**src/rtl/core/assert_macros.svh**
```systemverilog
// ----------------------------------------------------------------------------
// assert_macros.svh
// Concurrent assertion helpers, clocked on clk and disabled during reset.
// ----------------------------------------------------------------------------
`ifndef ASSERT_MACROS_SVH
`define ASSERT_MACROS_SVH

`ifndef SYNTHESIS

// Property must hold at every clock edge out of reset
`define ASSERT_PROP(lbl, prop, msg) \
    lbl: assert property (@(posedge clk) disable iff (!rst_n) (prop)) else $error(msg);

// Condition must never be true out of reset
`define ASSERT_NEVER(lbl, cond, msg) \
    lbl: assert property (@(posedge clk) disable iff (!rst_n) !(cond)) else $error(msg);

`else

`define ASSERT_PROP(lbl, prop, msg)
`define ASSERT_NEVER(lbl, cond, msg)

`endif

`endif

```
**src/rtl/core/saq_pkg.sv**
```systemverilog
// ----------------------------------------------------------------------------
// saq_pkg
// Shared constants, types and helpers of the stream admission queue.
// ----------------------------------------------------------------------------
package saq_pkg;

    // Ring size and tag compare width
    localparam int DEPTH    = 16;
    localparam int TAG_BITS = 32;
    localparam int PTR_W    = $clog2(DEPTH);
    localparam int TAG_W    = (TAG_BITS < 32) ? TAG_BITS : 32;
    localparam int ID_W     = 32;

    // Stream bus widths
    localparam int ACT_W       = 3;
    localparam int IN_TDATA_W  = 136;
    localparam int OUT_TDATA_W = 104;

    // Action codes
    localparam logic [ACT_W-1:0] ACT_PUSH       = 3'd0;
    localparam logic [ACT_W-1:0] ACT_PLAY_CHECK = 3'd1;
    localparam logic [ACT_W-1:0] ACT_INV_AT     = 3'd2;
    localparam logic [ACT_W-1:0] ACT_INV_AFTER  = 3'd3;
    localparam logic [ACT_W-1:0] ACT_NEW_TRACK  = 3'd4;
    localparam logic [ACT_W-1:0] ACT_NEW_STREAM = 3'd5;
    // Reserved codes, no effect and an all-zero result
    localparam logic [ACT_W-1:0] ACT_RSVD6      = 3'd6;
    localparam logic [ACT_W-1:0] ACT_RSVD7      = 3'd7;

    // Play check answers
    localparam logic [1:0] PLAY_NO    = 2'd0;
    localparam logic [1:0] PLAY_YES   = 2'd1;
    localparam logic [1:0] PLAY_LATER = 2'd2;

    typedef logic [PTR_W-1:0] ptr_t;
    typedef logic [TAG_W-1:0] tag_t;
    typedef logic [ID_W-1:0]  id_t;

    typedef struct packed {
        tag_t style_tag;
        tag_t provider_tag;
    } tag_pair_t;

    typedef struct packed {
        tag_t style_tag;
        tag_t provider_tag;
        id_t  track_number;
        id_t  stream_number;
        logic play_now;
    } entry_t;

    typedef struct packed {
        logic [ACT_W-1:0] action;
        tag_t             style_tag;
        tag_t             provider_tag;
        id_t              track_number;
        id_t              stream_number;
        logic             play_now;
    } item_t;

    typedef struct packed {
        logic [1:0] play_code;
        logic       stop_request;
        id_t        stop_track;
        id_t        stop_stream;
        id_t        issued_id;
        logic       full_error;
    } result_t;

    typedef struct packed {
        logic   we;
        ptr_t   addr;
        entry_t data;
    } mem_wr_t;

    typedef struct packed {
        logic idle;
        logic done;
    } seq_status_t;

    // Ring increment with wrap at DEPTH
    function automatic ptr_t ptr_next(input ptr_t p);
        if (p == PTR_W'(DEPTH - 1))
        begin
            return '0;
        end
        return p + PTR_W'(1);
    endfunction

endpackage

```
**src/rtl/core/saq_ring_mem.sv**
```systemverilog
// ----------------------------------------------------------------------------
// saq_ring_mem
// Entry store of the ring: one write port, one read port, registered read.
// ----------------------------------------------------------------------------
module saq_ring_mem (
    input  logic             clk,
    input  saq_pkg::mem_wr_t wr,
    input  saq_pkg::ptr_t    rd_addr,
    output saq_pkg::entry_t  rd_data
);

    saq_pkg::entry_t mem_array [0:saq_pkg::DEPTH-1];
    saq_pkg::entry_t rd_data_reg;

    // Write port
    always_ff @(posedge clk)
    begin
        if (wr.we)
        begin
            mem_array[wr.addr] <= wr.data;
        end
    end

    // Read port, registered
    always_ff @(posedge clk)
    begin
        rd_data_reg <= mem_array[rd_addr];
    end

    assign rd_data = rd_data_reg;

endmodule

```
**src/rtl/core/saq_match.sv**
```systemverilog
// ----------------------------------------------------------------------------
// saq_match
// Shared tag compare unit: style and provider tags must both be equal.
// ----------------------------------------------------------------------------
module saq_match (
    input  saq_pkg::tag_pair_t a,
    input  saq_pkg::tag_pair_t b,
    output logic               hit
);

    assign hit = (a.style_tag == b.style_tag) && (a.provider_tag == b.provider_tag);

endmodule

```
**src/rtl/core/saq_seq.sv**
```systemverilog
// ----------------------------------------------------------------------------
// saq_seq
// Sequencer: pointers, playing record, id counters and the ring walks.
// ----------------------------------------------------------------------------
module saq_seq (
    input  logic                  clk,
    input  logic                  rst_n,
    input  logic                  in_valid,
    input  saq_pkg::item_t        in_item,
    output saq_pkg::seq_status_t  status,
    output saq_pkg::result_t      result,
    input  logic                  result_take,
    output saq_pkg::mem_wr_t      mem_wr,
    output saq_pkg::ptr_t         mem_rd_addr,
    input  saq_pkg::entry_t       mem_rd_data,
    output saq_pkg::tag_pair_t    cmp_a,
    output saq_pkg::tag_pair_t    cmp_b,
    input  logic                  cmp_hit
);

    // Sequencer states
    localparam logic [2:0] ST_IDLE    = 3'd0;
    localparam logic [2:0] ST_EXEC    = 3'd1;
    localparam logic [2:0] ST_FIND    = 3'd2;
    localparam logic [2:0] ST_SKIP    = 3'd3;
    localparam logic [2:0] ST_COMPACT = 3'd4;
    localparam logic [2:0] ST_DONE    = 3'd5;

    logic [2:0]       state_reg, state_next;
    saq_pkg::item_t   item_reg, item_next;
    saq_pkg::result_t res_reg, res_next;
    saq_pkg::ptr_t    head_reg, head_next;
    saq_pkg::ptr_t    tail_reg, tail_next;
    saq_pkg::ptr_t    idx_reg, idx_next;
    saq_pkg::ptr_t    prev_reg, prev_next;
    logic             at_head_reg, at_head_next;
    logic             playing_valid_reg, playing_valid_next;
    saq_pkg::entry_t  playing_reg, playing_next;
    saq_pkg::id_t     track_cnt_reg, track_cnt_next;
    saq_pkg::id_t     stream_cnt_reg, stream_cnt_next;

    // Registers
    always_ff @(posedge clk or negedge rst_n)
    begin
        if (!rst_n)
        begin
            state_reg         <= ST_IDLE;
            head_reg          <= '0;
            tail_reg          <= '0;
            idx_reg           <= '0;
            prev_reg          <= '0;
            at_head_reg       <= 1'b0;
            playing_valid_reg <= 1'b0;
            playing_reg       <= '0;
            track_cnt_reg     <= '0;
            stream_cnt_reg    <= '0;
        end
        else
        begin
            state_reg         <= state_next;
            head_reg          <= head_next;
            tail_reg          <= tail_next;
            idx_reg           <= idx_next;
            prev_reg          <= prev_next;
            at_head_reg       <= at_head_next;
            playing_valid_reg <= playing_valid_next;
            playing_reg       <= playing_next;
            track_cnt_reg     <= track_cnt_next;
            stream_cnt_reg    <= stream_cnt_next;
        end
    end

    // Item and result payload
    always_ff @(posedge clk)
    begin
        item_reg <= item_next;
        res_reg  <= res_next;
    end

    // Next-state logic; memory read of idx_next lands next cycle as entry[idx_reg]
    always_comb
    begin
        state_next         = state_reg;
        item_next          = item_reg;
        res_next           = res_reg;
        head_next          = head_reg;
        tail_next          = tail_reg;
        idx_next           = idx_reg;
        prev_next          = prev_reg;
        at_head_next       = at_head_reg;
        playing_valid_next = playing_valid_reg;
        playing_next       = playing_reg;
        track_cnt_next     = track_cnt_reg;
        stream_cnt_next    = stream_cnt_reg;

        mem_wr.we                 = 1'b0;
        mem_wr.addr               = tail_reg;
        mem_wr.data.style_tag     = item_reg.style_tag;
        mem_wr.data.provider_tag  = item_reg.provider_tag;
        mem_wr.data.track_number  = item_reg.track_number;
        mem_wr.data.stream_number = item_reg.stream_number;
        mem_wr.data.play_now      = item_reg.play_now;

        cmp_a.style_tag    = mem_rd_data.style_tag;
        cmp_a.provider_tag = mem_rd_data.provider_tag;
        cmp_b.style_tag    = item_reg.style_tag;
        cmp_b.provider_tag = item_reg.provider_tag;

        case (state_reg)
            ST_IDLE:
            begin
                if (in_valid)
                begin
                    item_next  = in_item;
                    res_next   = '0;
                    idx_next   = head_reg;
                    state_next = ST_EXEC;
                end
            end

            ST_EXEC:
            begin
                // compare unit looks at the playing record here
                cmp_a.style_tag    = playing_reg.style_tag;
                cmp_a.provider_tag = playing_reg.provider_tag;
                state_next         = ST_DONE;
                case (item_reg.action)
                    saq_pkg::ACT_PUSH:
                    begin
                        if (saq_pkg::ptr_next(tail_reg) == head_reg)
                        begin
                            res_next.full_error = 1'b1;
                        end
                        else
                        begin
                            mem_wr.we = 1'b1;
                            tail_next = saq_pkg::ptr_next(tail_reg);
                        end
                    end

                    saq_pkg::ACT_PLAY_CHECK:
                    begin
                        if ((head_reg != tail_reg) &&
                            (mem_rd_data.track_number == item_reg.track_number) &&
                            (mem_rd_data.stream_number == item_reg.stream_number))
                        begin
                            playing_valid_next = 1'b1;
                            playing_next       = mem_rd_data;
                            head_next          = saq_pkg::ptr_next(head_reg);
                            res_next.play_code = mem_rd_data.play_now ?
                                                 saq_pkg::PLAY_YES : saq_pkg::PLAY_LATER;
                        end
                    end

                    saq_pkg::ACT_INV_AT,
                    saq_pkg::ACT_INV_AFTER:
                    begin
                        if (playing_valid_reg && cmp_hit)
                        begin
                            // skip the run at the head
                            at_head_next = 1'b1;
                            state_next   = ST_SKIP;
                            if (item_reg.action == saq_pkg::ACT_INV_AT)
                            begin
                                res_next.stop_request = 1'b1;
                                res_next.stop_track   = playing_reg.track_number;
                                res_next.stop_stream  = playing_reg.stream_number;
                            end
                        end
                        else
                        begin
                            at_head_next = 1'b0;
                            state_next   = ST_FIND;
                        end
                    end

                    saq_pkg::ACT_NEW_TRACK:
                    begin
                        res_next.issued_id = track_cnt_reg;
                        track_cnt_next     = track_cnt_reg + saq_pkg::ID_W'(1);
                    end

                    saq_pkg::ACT_NEW_STREAM:
                    begin
                        res_next.issued_id = stream_cnt_reg;
                        stream_cnt_next    = stream_cnt_reg + saq_pkg::ID_W'(1);
                    end

                    default:
                    begin
                        state_next = ST_DONE;
                    end
                endcase
            end

            // Walk to the first matching entry
            ST_FIND:
            begin
                if (idx_reg == tail_reg)
                begin
                    state_next = ST_DONE;
                end
                else if (cmp_hit)
                begin
                    prev_next    = idx_reg;
                    at_head_next = (idx_reg == head_reg);
                    idx_next     = saq_pkg::ptr_next(idx_reg);
                    state_next   = ST_SKIP;
                end
                else
                begin
                    idx_next = saq_pkg::ptr_next(idx_reg);
                end
            end

            // Walk past the run of matching entries
            ST_SKIP:
            begin
                if ((idx_reg != tail_reg) && cmp_hit)
                begin
                    idx_next = saq_pkg::ptr_next(idx_reg);
                end
                else if (item_reg.action == saq_pkg::ACT_INV_AFTER)
                begin
                    tail_next  = idx_reg;
                    state_next = ST_DONE;
                end
                else if (at_head_reg)
                begin
                    head_next  = idx_reg;
                    state_next = ST_DONE;
                end
                else
                begin
                    state_next = ST_COMPACT;
                end
            end

            // Shift the remaining entries down over the removed run
            ST_COMPACT:
            begin
                if (idx_reg == tail_reg)
                begin
                    tail_next  = prev_reg;
                    state_next = ST_DONE;
                end
                else
                begin
                    mem_wr.we   = 1'b1;
                    mem_wr.addr = prev_reg;
                    mem_wr.data = mem_rd_data;
                    prev_next   = saq_pkg::ptr_next(prev_reg);
                    idx_next    = saq_pkg::ptr_next(idx_reg);
                end
            end

            ST_DONE:
            begin
                if (result_take)
                begin
                    state_next = ST_IDLE;
                end
            end

            default:
            begin
                state_next = ST_IDLE;
            end
        endcase
    end

    assign mem_rd_addr = idx_next;
    assign status.idle = (state_reg == ST_IDLE);
    assign status.done = (state_reg == ST_DONE);
    assign result      = res_reg;

endmodule

```
**src/rtl/core/stream_admission_queue_unit.sv**
```systemverilog
// Path: push, play check, id requests and reserved codes pass from idle through exec
// to done; invalidations walk the ring one entry per cycle (searched, skipped or
// moved) between exec and done. The result is then loaded into the output register.
// Throughput: one item at a time; input ready only while the sequencer is idle, so
// the next transfer waits until the result is taken, longer while tready is low.
// Reset clears pointers, playing record and id counters; the entry store is not cleared.
// ----------------------------------------------------------------------------
// stream_admission_queue_unit
// Admission queue of pending streams with a playing record and id counters.
// ----------------------------------------------------------------------------
`include "assert_macros.svh"

module stream_admission_queue_unit (
    input  logic                               clk,
    input  logic                               rst_n,
    // action
    input  logic [saq_pkg::ACT_W-1:0]          s_axis_tuser,
    // style_tag, provider_tag, track_number, stream_number, play_now, zero pad
    input  logic [saq_pkg::IN_TDATA_W-1:0]     s_axis_tdata,
    input  logic                               s_axis_tvalid,
    output logic                               s_axis_tready,
    // play_code, stop_request, stop_track, stop_stream, issued_id, full_error, zero pad
    output logic [saq_pkg::OUT_TDATA_W-1:0]    m_axis_tdata,
    output logic                               m_axis_tvalid,
    input  logic                               m_axis_tready
);

    saq_pkg::item_t       in_item;
    saq_pkg::seq_status_t seq_status;
    saq_pkg::result_t     seq_result;
    logic                 result_take;
    saq_pkg::mem_wr_t     mem_wr;
    saq_pkg::ptr_t        mem_rd_addr;
    saq_pkg::entry_t      mem_rd_data;
    saq_pkg::tag_pair_t   cmp_a, cmp_b;
    logic                 cmp_hit;

    logic                 out_valid_reg, out_valid_next;
    saq_pkg::result_t     out_reg;

    // Unpack input transfer
    assign in_item.action        = s_axis_tuser;
    assign in_item.style_tag     = s_axis_tdata[saq_pkg::TAG_W-1:0];
    assign in_item.provider_tag  = s_axis_tdata[32 +: saq_pkg::TAG_W];
    assign in_item.track_number  = s_axis_tdata[95:64];
    assign in_item.stream_number = s_axis_tdata[127:96];
    assign in_item.play_now      = s_axis_tdata[128];

    assign s_axis_tready = seq_status.idle;

    saq_seq u_seq (
        .clk         (clk),
        .rst_n       (rst_n),
        .in_valid    (s_axis_tvalid),
        .in_item     (in_item),
        .status      (seq_status),
        .result      (seq_result),
        .result_take (result_take),
        .mem_wr      (mem_wr),
        .mem_rd_addr (mem_rd_addr),
        .mem_rd_data (mem_rd_data),
        .cmp_a       (cmp_a),
        .cmp_b       (cmp_b),
        .cmp_hit     (cmp_hit)
    );

    saq_ring_mem u_mem (
        .clk     (clk),
        .wr      (mem_wr),
        .rd_addr (mem_rd_addr),
        .rd_data (mem_rd_data)
    );

    saq_match u_match (
        .a   (cmp_a),
        .b   (cmp_b),
        .hit (cmp_hit)
    );

    // Output register
    assign result_take = seq_status.done && (!out_valid_reg || m_axis_tready);

    always_comb
    begin
        out_valid_next = out_valid_reg;
        if (result_take)
        begin
            out_valid_next = 1'b1;
        end
        else if (m_axis_tready)
        begin
            out_valid_next = 1'b0;
        end
    end

    always_ff @(posedge clk or negedge rst_n)
    begin
        if (!rst_n)
        begin
            out_valid_reg <= 1'b0;
        end
        else
        begin
            out_valid_reg <= out_valid_next;
        end
    end

    always_ff @(posedge clk)
    begin
        if (result_take)
        begin
            out_reg <= seq_result;
        end
    end

    assign m_axis_tvalid = out_valid_reg;
    assign m_axis_tdata  = {4'b0000, out_reg.full_error, out_reg.issued_id,
                            out_reg.stop_stream, out_reg.stop_track,
                            out_reg.stop_request, out_reg.play_code};

    // Checks
    `ASSERT_PROP(a_busy_after_accept, (s_axis_tvalid && s_axis_tready) |=> !s_axis_tready, "input ready right after an accepted transfer")
    `ASSERT_PROP(a_load_from_done, $rose(m_axis_tvalid) |-> $past(seq_status.done), "output valid rose without a finished item")
    `ASSERT_PROP(a_single_outcome, m_axis_tvalid |-> $onehot0({out_reg.full_error, out_reg.stop_request, (out_reg.play_code != saq_pkg::PLAY_NO)}), "result mixes outcomes of different actions")

endmodule

```
**config.mk**
```make
export PLATFORM = sky130hd
export DESIGN_NAME = stream_admission_queue_unit
export DESIGN_NICKNAME = d
export VERILOG_FILES = /design/src/rtl/core/saq_pkg.sv /design/src/rtl/core/saq_ring_mem.sv /design/src/rtl/core/saq_match.sv /design/src/rtl/core/saq_seq.sv /design/src/rtl/core/stream_admission_queue_unit.sv
export VERILOG_INCLUDE_DIRS = /design/src /design/src/rtl/core
export SDC_FILE = /design/constraint.sdc
export NUM_CORES = 2
export LEC_CHECK = 0
export BUFFER_PORTS_ARGS = -buffer_cell sky130_fd_sc_hd__buf_2
export CAP_MARGIN = 10
export CORE_ASPECT_RATIO = 1.1
export CORE_MARGIN = 2
export CORE_UTILIZATION = 40
export CTS_BUF_LIST = sky130_fd_sc_hd__clkbuf_2 sky130_fd_sc_hd__clkbuf_4 sky130_fd_sc_hd__clkbuf_8
export DETAILED_ROUTE_END_ITERATION = 10
export PLACE_DENSITY = 0.54
export SETUP_SLACK_MARGIN = 0.2
export SLEW_MARGIN = 5
export SYNTH_ARGS = -nofsm -noshare
export SYNTH_HDL_FRONTEND = slang
export SYNTH_SLANG_ARGS = --single-unit
```
**constraint.sdc**
```tcl
create_clock -name clk -period 14.1 [get_ports clk]
set_input_delay 3.525 -clock clk [delete_from_list [all_inputs] [get_ports clk]]
set_output_delay 3.525 -clock clk [all_outputs]
set_load 0.05 [all_outputs]
```
==> flow_summary.json <==
{
  "status": "finished, final reports clean",
  "synthArstFlopShare": 0.07813,
  "drt-vias-per-instance": 5.911,
  "cts-root-buf": "clkbuf_8",
  "ant_nets": 0,
  "overflow": 0,
  "place_ws_ps": 5039,
  "reg2reg_slack_ps": 5780,
  "hold_path.class": "reg -> reg",
  "finalHoldViolations": 0,
  "synthMuxAreaShare": 0.06021,
  "drive_above_1_share": 0.1770,
  "die-area_um2": 282300,
  "clk_pin_slew_worst_paths_ps": 70,
  "vias": 66684,
  "synth_edf_count": 2396,
  "drc": 0,
  "worstHoldStart": "u_seq.result[20]",
  "port_buffers": 237,
  "yosysWarnings": 0,
  "fin_nets": 7336,
  "min_period_ps": 8318,
  "wire_per_inst_um": 30.14,
  "fin_hold_ws_ps": 403.9,
  "syn_inst": 6940,
  "start_util": 0.4010,
  "fin_skew_ps": 70.43,
  "crit_arrival_ps": 9300,
  "grtUsageTotal": 0.2334,
  "critical_path.max_stage_delay_ps": 900,
  "area_growth_pct": 13.13,
  "crit_type": "reg -> reg",
  "r2r_cells": 15,
  "drtIter0Drc": 5906,
  "avgSynthCellArea_um2": 16.03,
  "startpoint_type": "register",
  "clk-insertion-delay-late_ps": 1090,
  "slew_headroom": 0.1089,
  "synth-simple-area-share": 0.03823,
  "antenna_found_initial": 9,
  "grt_pass1_vias": 66805,
  "cts_resized": 0,
  "core_area_um2": 277400,
  "maxSlewViolCount": 0,
  "grt_max_degree": 224,
  "setup_ws_ps": 5782,
  "clock-sinks": 2739,
  "report.final.setup_viol": 0,
  "htree_levels": 5,
  "whs_path_depth": 0,
  "timing.fmax_ghz": 0.1202,
  "r2r-start": "u_seq.state_reg[0]",
  "rows": 203,
  "path_cells": "or3b_4, inv_4, mux2i_1, a2111oi_0, nand4_1, or4_4, nor4_4, buf_4, buf_12, buf_12, buf_4, o31a_1, a211oi_1, a2111o_1, nand4_1",
  "crit_buf_inv": 5,
  "worstSetupEndpointType": "register",
  "rr_endpoint": "u_mem.rd_data[48]",
  "rsz0062_at_grt": "false",
  "tritoncts": "yes",
  "crit_path_start": "u_seq.state_reg[0]",
  "dp.final_hpwl_um": 168900,
  "cts_buffer_depth": 4,
  "path_delay_family": "buffers and inverters",
  "crit_path_max_fanout": 152,
  "dr.pass1.iters": 6,
  "grt_pass1_wl_um": 484800,
  "yosysSeqAreaShare": 0.7182,
  "fillers": 24357,
  "postCtsHoldBufs": 0,
  "required_ps": 15080,
  "synth_xor_xnor_area_share": 0.01599,
  "largest_register_ff_count": 2064,
  "cpMaxStageDelayCell": "buf_4",
  "tightest_slew_ps": 1337,
  "synth_cell_types": 74,
  "synthesis.area_um2": 111200,
  "place.gp.congestion": 0.8156,
  "min_to": "m_axis_tdata[86]",
  "cts_buffers": 450,
  "synth_seq_cells": 2739,
  "synthAdderAreaFrac": 0.0006750,
  "synthFlopType": "edfxtp_1",
  "die-height_um": 557.1,
  "pin_count": 249,
  "wirelength_um": 340000,
  "cap_violations": 0,
  "synth_compound_area_frac": 0.1413,
  "tns_ps": 0,
  "period_share": 0.5900,
  "synth_top_family_by_area": "compound AO/OA/AOI/OAI gates",
  "fp.dieW_um": 506.8,
  "post_cts_buffers": 0
}
==> worst max-delay path by stage <==
stage                         to  slack, ps  cells past startpoint
2_1_floorplan   u_seq.result[33]       4210                     12
3_3_place_gp   u_mem.rd_data[44]       5060                     14
3_5_place_dp   u_mem.rd_data[44]       5040                     14
4_1_cts        u_mem.rd_data[48]       5960                     15
5_1_grt        u_mem.rd_data[48]       5640                     15
6_report       u_mem.rd_data[48]       5780                     15
==> cell families (layout without fill, tap and decap cells) <==
kind of cell             after synthesis  in the layout
AND/OR/NAND/NOR                      878            878
buffers and inverters                677           1316
flip-flops                          2739           2739
AO/OA/AOI/OAI                       1782           1782
other                                  1             13
adder cells (fa/ha/maj)                6              6
multiplexers                         654            654
XOR/XNOR                             203            203
==> worst register-to-register path: cells and delay by family, from the launching register on <==
kind,cells,cell delay (ps)
AOI/OAI and AO/OA,4,1370
buffers and inverters,5,3970
DFF,1,800
muxes,1,220
and+or+nand+nor,5,1880
==> cell usage after synthesis (25+ instances only) <==
cell type	n	area share
nor2_1	57	0.0019
a211oi_1	526	0.036
inv_1	63	0.0021
nor4_1	25	0.0014
and2_1	70	0.0039
mux2_2	120	0.012
nand3_1	30	0.0013
dfrtp_1	214	0.048
a2111o_1	516	0.052
nand4_1	161	0.0091
xor2_1	82	0.0065
clkbuf_1	460	0.016
dfxtp_1	129	0.023
mux2i_1	534	0.048
edfxtp_1	2396	0.65
xnor2_1	121	0.0095
o21ai_0	72	0.0032
buf_2	91	0.0041
nand2_1	446	0.015
buf_1	28	0.00094
a21oi_1	51	0.0023
nand2b_1	28	0.0016
o31a_1	517	0.041
==> per-layer routing <==
metal  vias up  track usage  wire [um]
met5         -            0         19
met4         4      0.07270      10470
met3       525      0.03210      18870
met2      2446       0.3940     166800
met1     34846       0.3120     143800
li1      28863            -          -
==> cells in the final DEF (no fill, tap or decap), types with 144 or more instances in the layout <==
| master | count |
|---|---|
| buf_2 | 236 |
| nand4_1 | 161 |
| a211oi_1 | 526 |
| buf_4 | 144 |
| mux2i_1 | 534 |
| a2111o_1 | 516 |
| dfrtp_1 | 214 |
| o31a_1 | 517 |
| edfxtp_1 | 2396 |
| clkbuf_8 | 514 |
| nand2_1 | 445 |
| clkbuf_4 | 202 |
==> area by class of cell <==
type | count | area, um^2 | share of cell area
antenna | 9 | 22.52 | 0.0001790
clock buffer | 716 | 8591 | 0.06828
clock inverter | 131 | 939.7 | 0.007468
inverter | 66 | 280.3 | 0.002227
multi-input combinational | 3527 | 28770 | 0.2287
sequential | 2739 | 79890 | 0.6349
tap | 3690 | 4617 | 0.03669
timing repair buffer | 403 | 2718 | 0.02160
==> metrics by stage <==
step	util	cells	cell area, um^2
floorplan	-	6943	111200
global placement	0.4192	10425	116300
detailed placement	0.4192	10425	116300
CTS	0.4536	11272	125800
global route	0.4536	11279	125800
finish	0.4536	11281	125800
Power is left out: the tool's default activity adds up to more than one toggle a clock period on the data nets, which glitch-free logic cannot reach.
